$ cat src/hw/rtl/mcie_pkg.sv
// Shared types and constants for the mid-range instruction execute block.
// Holds the decoded instruction format, the result layout and field constants.
// No dependencies.
`default_nettype none

package mcie_pkg;

  localparam int unsigned FileBytes  = 512;
  localparam int unsigned AddrW      = $clog2(FileBytes);
  localparam int unsigned InstrW     = 14;
  localparam int unsigned PcW        = 13;
  localparam int unsigned LitW       = 11;
  localparam int unsigned QueueDepth = 2;

  localparam logic [6:0]       StatusF    = 7'h03;
  localparam logic [AddrW-1:0] PclathAddr = 9'h00A;
  localparam logic [PcW-1:0]   PcReset    = 13'd1;

  localparam int unsigned FlagC  = 0;
  localparam int unsigned FlagDc = 1;
  localparam int unsigned FlagZ  = 2;

  typedef enum logic [3:0] {
    OP_NOP,
    OP_MOVWF,
    OP_CLRW,
    OP_CLRF,
    OP_MOVF,
    OP_INCF,
    OP_BCF,
    OP_BSF,
    OP_BTFSC,
    OP_GOTO,
    OP_MOVLW,
    OP_SUBLW,
    OP_BAD
  } op_kind_t;

  // lit holds instruction bits 10:0: f in 6:0, d in 7, bit in 9:7, k in 7:0
  typedef struct packed {
    op_kind_t        kind;
    logic [LitW-1:0] lit;
  } uop_t;

  typedef struct packed {
    logic             unsupported;
    logic             skipped;
    logic [7:0]       write_data;
    logic [AddrW-1:0] write_address;
    logic             write_valid;
    logic [7:0]       status_value;
    logic [7:0]       w_value;
    logic [PcW-1:0]   next_pc;
  } result_t;

  function automatic logic writes_file(uop_t u);
    logic wr;
    wr = (u.kind == OP_MOVWF) || (u.kind == OP_CLRF) || (u.kind == OP_BCF) ||
         (u.kind == OP_BSF) || (((u.kind == OP_MOVF) || (u.kind == OP_INCF)) && u.lit[7]);
    return wr;
  endfunction

endpackage

`default_nettype wire

$ cat src/hw/rtl/mcie_decode.sv
// Front end: accepts instruction beats and classifies the opcode.
// Depends on mcie_pkg.
`default_nettype none

module mcie_decode (
  input  wire logic                        s_tvalid,
  output logic                             s_tready,
  input  wire logic [mcie_pkg::InstrW-1:0] instruction,
  input  wire logic                        q_full,
  output logic                             push,
  output mcie_pkg::uop_t                   push_uop
);
  import mcie_pkg::*;

  assign s_tready = !q_full;
  assign push     = s_tvalid && !q_full;

  always_comb begin
    push_uop.lit  = instruction[LitW-1:0];
    push_uop.kind = OP_BAD;
    unique case (instruction[13:12])
      2'b00: begin
        unique case (instruction[11:8])
          4'h0: begin
            if (instruction[7]) begin
              push_uop.kind = OP_MOVWF;
            end else if (instruction[4:0] == 5'd0) begin
              push_uop.kind = OP_NOP;
            end
          end
          4'h1: push_uop.kind = instruction[7] ? OP_CLRF : OP_CLRW;
          4'h8: push_uop.kind = OP_MOVF;
          4'hA: push_uop.kind = OP_INCF;
          default: push_uop.kind = OP_BAD;
        endcase
      end
      2'b01: begin
        unique case (instruction[11:10])
          2'b00: push_uop.kind = OP_BCF;
          2'b01: push_uop.kind = OP_BSF;
          2'b10: push_uop.kind = OP_BTFSC;
          2'b11: push_uop.kind = OP_BAD;
        endcase
      end
      2'b10: push_uop.kind = instruction[11] ? OP_GOTO : OP_BAD;
      2'b11: begin
        unique case (instruction[11:8])
          4'h0, 4'h1, 4'h2, 4'h3: push_uop.kind = OP_MOVLW;
          4'hC, 4'hD:             push_uop.kind = OP_SUBLW;
          default:                push_uop.kind = OP_BAD;
        endcase
      end
    endcase
  end

endmodule

`default_nettype wire

$ cat config.mk
export PLATFORM = sky130hd
export DESIGN_NAME = mcie_decode
export DESIGN_NICKNAME = d
export VERILOG_FILES = /design/src/hw/rtl/mcie_pkg.sv /design/src/hw/rtl/mcie_decode.sv
export SDC_FILE = /design/constraint.sdc
export NUM_CORES = 1
export LEC_CHECK = 0
export ABC_AREA = 1
export BUFFER_PORTS_ARGS = -buffer_cell sky130_fd_sc_hd__buf_2
export CORE_AREA = 2 2 39 41
export DETAILED_ROUTE_END_ITERATION = 6
export DIE_AREA = 0 0 41 43
export PLACE_DENSITY = 0.66
export SLEW_MARGIN = 20
export SYNTH_ARGS = -nofsm -noshare
export SYNTH_HDL_FRONTEND = slang
export SYNTH_SLANG_ARGS = --single-unit
$ cat constraint.sdc
create_clock -name vclk -period 2.23
set_clock_uncertainty 0.15 [all_clocks]
set_input_delay 0.446 -clock vclk [all_inputs]
set_output_delay 0.446 -clock vclk [all_outputs]
set_load 0.05 [all_outputs]
==> results.tsv <==
metric	value	unit
status	finished, final reports clean	
worstMarginPinSlew	0.3700	ns
final_nets	93	
num_rows	14	
crit_chain	buf_2 -> nor2_2 -> nand2_2 -> nor2_2 -> nand2_2 -> nand3_2 -> nand2_1 -> nand2_1 -> buf_2	
fin_area	377.9	um2
port_buffers	29	
top_layer	met3	
synth_warnings	0	
cp.arrival	1.39	ns
ir_worst_vdd	0.1003	mV
drc	0	
antenna_cells	0	
drive_gt1_share	45.33	%
grt_pass1_wl	1.014	mm
period_needed	1.982	ns
drtPass1Iterations	4	
synth.largest_area_cell	buf_4	
p_leak	0.0002483	uW
die_area	1763	um2
setup_violations	0	
cpPeakStageDelay	0.25	ns
synth_fp_nets	73	
total_power	120.7	uW
fp.dieW	41	um
grt_pass1_vias	286	
fmax	504.4	MHz
dr.first_iter.drc_count	3	
yosysUniqueCellTypes	15	
layout.cells.non_filler	91	
pin_count	33	
hpwl	650.6	um
nClkBuffers	0	
synth_area_leaders	buf_4 (28%), nand2_1 (15%), inv_1 (14%)	
power-per-cell-area	319.3	nW/um2
avgSynthCellArea	5.180	um2
initial_core_util	21.34	%
dr_wl_met2	321	um
slew_headroom	75.14	%
cts-hold-fix-buffers	0	
startpoint_type	input pin	
drv_cap	0	
core_region_area	1384	um2
period_share	88.90	%
placed_area	377.9	um2
nFillCells	163	
cts_setup_buffers	0	
cp-end-kind	primary output	
drv_slew	0	
place_congestion	0.8446	
synthCells	57	
cts_resized	0	
drt-met1-wl	345	um
vias_per_cell	4.231	
grt-ovfl-total	0	
timing.hold.ws	0.7424	ns
nFlopsAndLatches	0	
yosys.area.top_type_share	27.97	%
synth_common_cells	nand2_1 (12), buf_4 (11), inv_1 (11), nand3_1 (5), nor2_1 (5)	
hp-class	input pin to primary output	
finalHoldViolCount	0	
yosysMostFrequentCell	nand2_1	
vias	385	
routedWlPerCell	7.846	um
worst-setup-path-type	input pin to primary output	
grt_max_degree	8	
wl_met3	48	um
syn-cell-area	295.3	um2
cpMaxStageDelayCell	buf_2	
path_max_fanout	7	
fin_setup_tns	0	ns
ant_nets	0	
antenna_found_initial	0	
drt-total-wl	714	um
area.sequential	0	um2
area_delta_synth_final	27.97	%
dp.cells	91	
yosysSeqAreaShare	0	%
rsz0062_at_grt	no	
required	1.63	ns
grt_usage	7.592	%
die_h	43	um
## power by group
group / total (uW) / internal, uW / switching [uW]
Sequential: 0 / 0 / 0
Clock: 0 / 0 / 0
Combinational: 121 / 30.3 / 90.4
## path summary, 6_finish.rpt
| kind | endpoint | slack, ns | cells past startpoint | from |
|---|---|---|---|---|
| hold / removal | push_uop[5] | 0.74 | 0 | instruction[5] |
| setup / recovery | push_uop[13] | 0.25 | 9 | instruction[11] |
## critical path: cells and delay by family
family | cells | cell delay (ns)
and+or+nand+nor | 7 | 0.54
buffers and inverters | 2 | 0.39
## cell usage in the layout, fill, tap and decap left out
master	n
nor2_2	2
o21ai_0	1
nand3_1	5
o211ai_1	1
nand2_2	2
nand3b_1	1
nand3_2	1
inv_1	11
o22ai_1	1
a21oi_1	2
nor2_1	5
nor3_1	1
a31oi_1	1
nand2_1	12
buf_2	29
## per-layer routing
metal | vias up | track usage, %
li1 | 203 | -
met1 | 164 | 12.03
met2 | 18 | 11.88
met3 | 0 | 0
met4 | 0 | 0
met5 | - | 0
## per-stage QoR
| stage | util [%] | worst slack, ns |
|---|---|---|
| final | 27.31 | 0.2475 |
| after global routing | 27.31 | 0.1581 |
| after CTS | 27.31 | 0.2468 |
| after detailed placement | 27.31 | 0.2444 |
| after global placement | 27.31 | 0.2170 |
| after floorplan | - | 0.05956 |
## layout make-up
| class | count | area, um2 | share of cell area (%) |
|---|---|---|---|
| multi-input combinational | 35 | 171.4 | 45.36 |
| timing repair buffer | 29 | 145.1 | 38.41 |
| inverter | 11 | 41.29 | 10.93 |
| tap | 16 | 20.02 | 5.298 |
## cell families after synthesis
family / Yosys count / synth area share [%]
simple gates: 29 / 46.18
buf+inv: 22 / 41.95
compound gates: 6 / 11.87
(Power assumes the default switching activity.)
