### config.mk
export PLATFORM = sky130hd
export DESIGN_NAME = mcie_queue
export DESIGN_NICKNAME = d
export VERILOG_FILES = /design/src/hw/rtl/mcie_pkg.sv /design/src/hw/rtl/mcie_queue.sv
export SDC_FILE = /design/constraint.sdc
export NUM_CORES = 1
export LEC_CHECK = 0
export ABC_AREA = 1
export BUFFER_PORTS_ARGS = -buffer_cell sky130_fd_sc_hd__buf_2
export CAP_MARGIN = 20
export CORE_MARGIN = 4
export CORE_UTILIZATION = 25
export CTS_BUF_LIST = sky130_fd_sc_hd__clkbuf_4
export CTS_CLUSTER_DIAMETER = 40
export CTS_CLUSTER_SIZE = 20
export DETAILED_ROUTE_END_ITERATION = 12
export GPL_TIMING_DRIVEN = 0
export PLACE_DENSITY = 0.55
export SLEW_MARGIN = 25
export SYNTH_ARGS = -nofsm -noshare
export SYNTH_HDL_FRONTEND = slang
export SYNTH_SLANG_ARGS = --single-unit
### constraint.sdc
create_clock -name clk -period 1.4 [get_ports clk]
set_input_delay 0.35 -clock clk [delete_from_list [all_inputs] [get_ports clk]]
set_output_delay 0.35 -clock clk [all_outputs]
set_load 0.01 [all_outputs]
### src/hw/rtl/mcie_pkg.sv
// Shared types and constants for the mid-range instruction execute block.
// Holds the decoded instruction format, the result layout and field constants.
// No dependencies.
`default_nettype none

package mcie_pkg;

  localparam int unsigned FileBytes  = 512;
  localparam int unsigned AddrW      = $clog2(FileBytes);
  localparam int unsigned InstrW     = 14;
  localparam int unsigned PcW        = 13;
  localparam int unsigned LitW       = 11;
  localparam int unsigned QueueDepth = 2;

  localparam logic [6:0]       StatusF    = 7'h03;
  localparam logic [AddrW-1:0] PclathAddr = 9'h00A;
  localparam logic [PcW-1:0]   PcReset    = 13'd1;

  localparam int unsigned FlagC  = 0;
  localparam int unsigned FlagDc = 1;
  localparam int unsigned FlagZ  = 2;

  typedef enum logic [3:0] {
    OP_NOP,
    OP_MOVWF,
    OP_CLRW,
    OP_CLRF,
    OP_MOVF,
    OP_INCF,
    OP_BCF,
    OP_BSF,
    OP_BTFSC,
    OP_GOTO,
    OP_MOVLW,
    OP_SUBLW,
    OP_BAD
  } op_kind_t;

  // lit holds instruction bits 10:0: f in 6:0, d in 7, bit in 9:7, k in 7:0
  typedef struct packed {
    op_kind_t        kind;
    logic [LitW-1:0] lit;
  } uop_t;

  typedef struct packed {
    logic             unsupported;
    logic             skipped;
    logic [7:0]       write_data;
    logic [AddrW-1:0] write_address;
    logic             write_valid;
    logic [7:0]       status_value;
    logic [7:0]       w_value;
    logic [PcW-1:0]   next_pc;
  } result_t;

  function automatic logic writes_file(uop_t u);
    logic wr;
    wr = (u.kind == OP_MOVWF) || (u.kind == OP_CLRF) || (u.kind == OP_BCF) ||
         (u.kind == OP_BSF) || (((u.kind == OP_MOVF) || (u.kind == OP_INCF)) && u.lit[7]);
    return wr;
  endfunction

endpackage

`default_nettype wire

### src/hw/rtl/mcie_queue.sv
// Short FIFO of decoded instructions between the front end and the execute unit.
// Depends on mcie_pkg.
`default_nettype none

module mcie_queue #(
  parameter int unsigned DEPTH = mcie_pkg::QueueDepth
) (
  input  wire logic           clk,
  input  wire logic           rst,
  input  wire logic           push,
  input  wire mcie_pkg::uop_t push_uop,
  output logic                full,
  input  wire logic           pop,
  output logic                head_valid,
  output mcie_pkg::uop_t      head_uop
);
  import mcie_pkg::*;

  localparam int unsigned PtrW = (DEPTH > 1) ? $clog2(DEPTH) : 1;
  localparam int unsigned CntW = $clog2(DEPTH + 1);

  uop_t            slots [DEPTH];
  logic [PtrW-1:0] wr_ptr;
  logic [PtrW-1:0] rd_ptr;
  logic [CntW-1:0] count;

  assign full       = (count == CntW'(DEPTH));
  assign head_valid = (count != '0);
  assign head_uop   = slots[rd_ptr];

  always_ff @(posedge clk) begin
    if (push) begin
      slots[wr_ptr] <= push_uop;
    end
  end

  always_ff @(posedge clk) begin
    if (rst) begin
      wr_ptr <= '0;
      rd_ptr <= '0;
      count  <= '0;
    end else begin
      if (push) begin
        wr_ptr <= (wr_ptr == PtrW'(DEPTH - 1)) ? '0 : wr_ptr + 1'b1;
      end
      if (pop) begin
        rd_ptr <= (rd_ptr == PtrW'(DEPTH - 1)) ? '0 : rd_ptr + 1'b1;
      end
      if (push && !pop) begin
        count <= count + 1'b1;
      end else if (pop && !push) begin
        count <= count - 1'b1;
      end
    end
  end

endmodule

`default_nettype wire

==> impl_metrics.yaml <==
min_path:
  min_path_type: "in2reg"
  min_path_cells: 1
critical_path:
  slowest_delay_ps: 390
  r2r.worst_path.cells: 2
  regToRegSetupSlack_ps: 230
  r2r_start: "wr_ptr$_SDFFE_PP0P_"
  path_class: "reg2out"
  r2r_end: "slots[1][5]$_DFFE_PP_"
  worstPathRequired_ps: 1050
  cp.arrival_ps: 1300
  start_kind: "flop"
  crit_path_end_kind: "output port"
  path_cells: "buf_12 > mux2_4 > buf_6"
  critical_path.max_fanout: 10
  crit_buf_inv: 2
  slowest_stage: "dfxtp_4"
  endpoint: "head_uop[7]"
  worst-path-stages: 3
  cp_top_family: "flip-flops"
sta:
  finClkSkew_ps: 1.201
  setup_slack_ps: -248.1
  period_share_pct: 117.7
  max_freq_ghz: 0.6068
  setup_viol: 15
  min_period_ps: 1648
  slew_viol_final: 0
  hold_viol_final: 0
  maxSlewHeadroom_pct: 67.27
  rsz0062_at_grt: "yes"
  worstMarginPinSlew_ps: 489.7
logic_synthesis:
  syn_area_um2: 1365
  yosysWarnings: 0
  ys_types: 16
  synth-seq-cells: 35
  syn_avg_cell_area_um2: 17.06
  synth_top_area_share_pct: 65.99
  syn_nets: 100
  yosys.area.top_type: "edfxtp_1"
  seq_area_frac_synth_pct: 73.33
  synthTopCellsByArea: "edfxtp_1 (66%), mux2_4 (11%), dfxtp_1 (7.3%)"
  syn_inst: 80
clock_tree:
  clkLatencyLatePin_ps: 320
  cts.sinks: 35
  cts.clk_slew.worst_paths_ps: 100
  cts_buffers: 5
  cts_hold_buf: 0
  cts_tree: "built"
  htreeDepth: 2
  clockRootBuffer: "clkbuf_4"
  cts_max_path_buffers: 2
floorplan:
  pin_count: 36
  fp.dieH_um: 81.90
  die_x_um: 81.90
  core_area_um2: 5205
  start_util_pct: 26.23
  rows: 26
  dieArea_um2: 6707
finish:
  layout_commonest_cell: "edfxtp_1"
  layout_common_cells: "edfxtp_1 (30), buf_2 (20), mux2_4 (15), buf_6 (15), inv_1 (8)"
  nets: 143
  fin_cells: 194
  synthToLayoutAreaGrowth_pct: 33.73
  diodes: 0
  drive_above_1_share_pct: 50.81
place:
  dp_hpwl_um: 1707
  port_buffers: 35
  dp.cells: 185
  gp_congestion: 0.5855
route:
  drt_pass1_iterations: 4
  via_per_inst: 4.026
  post_drt_wl_per_cell_um: 12.75
  routed_wl_um: 2473
  vias: 781
  drc_errors: 0
  ant_nets: 0
  drt_iter0_drc: 18
pwr:
  power_uw: 2111
  ir_worst_vdd_uv: 585.6
  p_leak_uw: 0.0007432
  power_density_nw_per_um2: 1156
flow_run:
  maxCapViolCount: 0
global_route:
  grtUsageTotal_pct: 8.266
  antenna_found_initial: 0
  grt_pass1_wl_um: 3919
  overflow: 0
  grt_pass1_vias: 871
  grt_max_degree: 17
outcome:
  outcome: "finished, violations left"
  violations: "negative setup slack"
[timing repair]
action | in CTS | in global routing
buffers inserted | 2 | 0
gates cloned | 0 | 0
setup endpoints to repair | 30 | 31
resized for setup | 22 | 3
[stage by stage]
stage / hold WS [ps] / TNS, ps / utilization, % / setup slack, ps / area, um2
3_5_place_dp: 522.2 / -3810 / 31.32 / -215.5 / 1630
5_1_grt: 169.2 / -4539 / 35.07 / -324.5 / 1826
2_1_floorplan: 422.4 / 0 / - / 184.8 / 1368
3_3_place_gp: 496.8 / -2834 / 31.32 / -171.0 / 1630
4_1_cts: 179.2 / -4736 / 35.14 / -330.9 / 1829
6_report: 210.2 / -3458 / 35.07 / -248.1 / 1826
[synthesized netlist by cell type, drive strengths merged]
cell     n
buf      2
inv      9
a21oi    1
xnor2    1
nor3     1
o21ai    1
nand4    1
dfxtp    5
mux2    15
nand2    6
edfxtp  30
nor2     6
nand3    1
ha       1
[metal layers]
layer	routed length [um]	GRT usage, %	vias to the layer above
met3	227	4.496	4
met5	0	0	-
met1	887	7.539	379
met4	23	3.488	0
li1	-	-	370
met2	1336	15.02	28
[power by group]
part	switching, uW	total, uW	internal [uW]
Sequential	24.6	1220	1200
Clock	303	509	205
Combinational	160	379	218
[sequential cells by signal (all words and copies together), names as in the netlist, named ones only]
name,flops
slots,30
count,2
rd_ptr,1
wr_ptr,1
[logic make-up (layout without fill, tap and decap cells)]
group | count (synthesis) | in the layout | synth area share [%]
AO/OA/AOI/OAI | 2 | 2 | 0.7326
adder cells (fa/ha/maj) | 1 | 1 | 0.9164
flip-flops | 35 | 35 | 73.33
XOR/XNOR | 1 | 1 | 0.6417
multiplexers | 15 | 15 | 15.12
buffers and inverters | 11 | 55 | 4.766
AND/OR/NAND/NOR | 15 | 15 | 4.491
[how the worst min path moves through the flow]
stage | start | end
6_report | push_uop[8] | slots[1][8]$_DFFE_PP_
5_1_grt | push_uop[11] | slots[0][11]$_DFFE_PP_
4_1_cts | push_uop[8] | slots[1][8]$_DFFE_PP_
3_5_place_dp | wr_ptr$_SDFFE_PP0P_ | wr_ptr$_SDFFE_PP0P_
3_3_place_gp | rd_ptr$_SDFFE_PP0P_ | rd_ptr$_SDFFE_PP0P_
2_1_floorplan | rst | flop
[area by class of cell]
type / instances / area, um2
clock inverter: 2 / 7.507
buffer: 1 / 20.02
timing repair buffer: 37 / 296.5
sequential: 35 / 1006
fill: 518 / 3379
tap: 70 / 87.58
clock buffer: 6 / 45.04
multi-input combinational: 34 / 325.3
inverter: 9 / 37.54
Note: power is estimated with default switching activity, not from simulation.
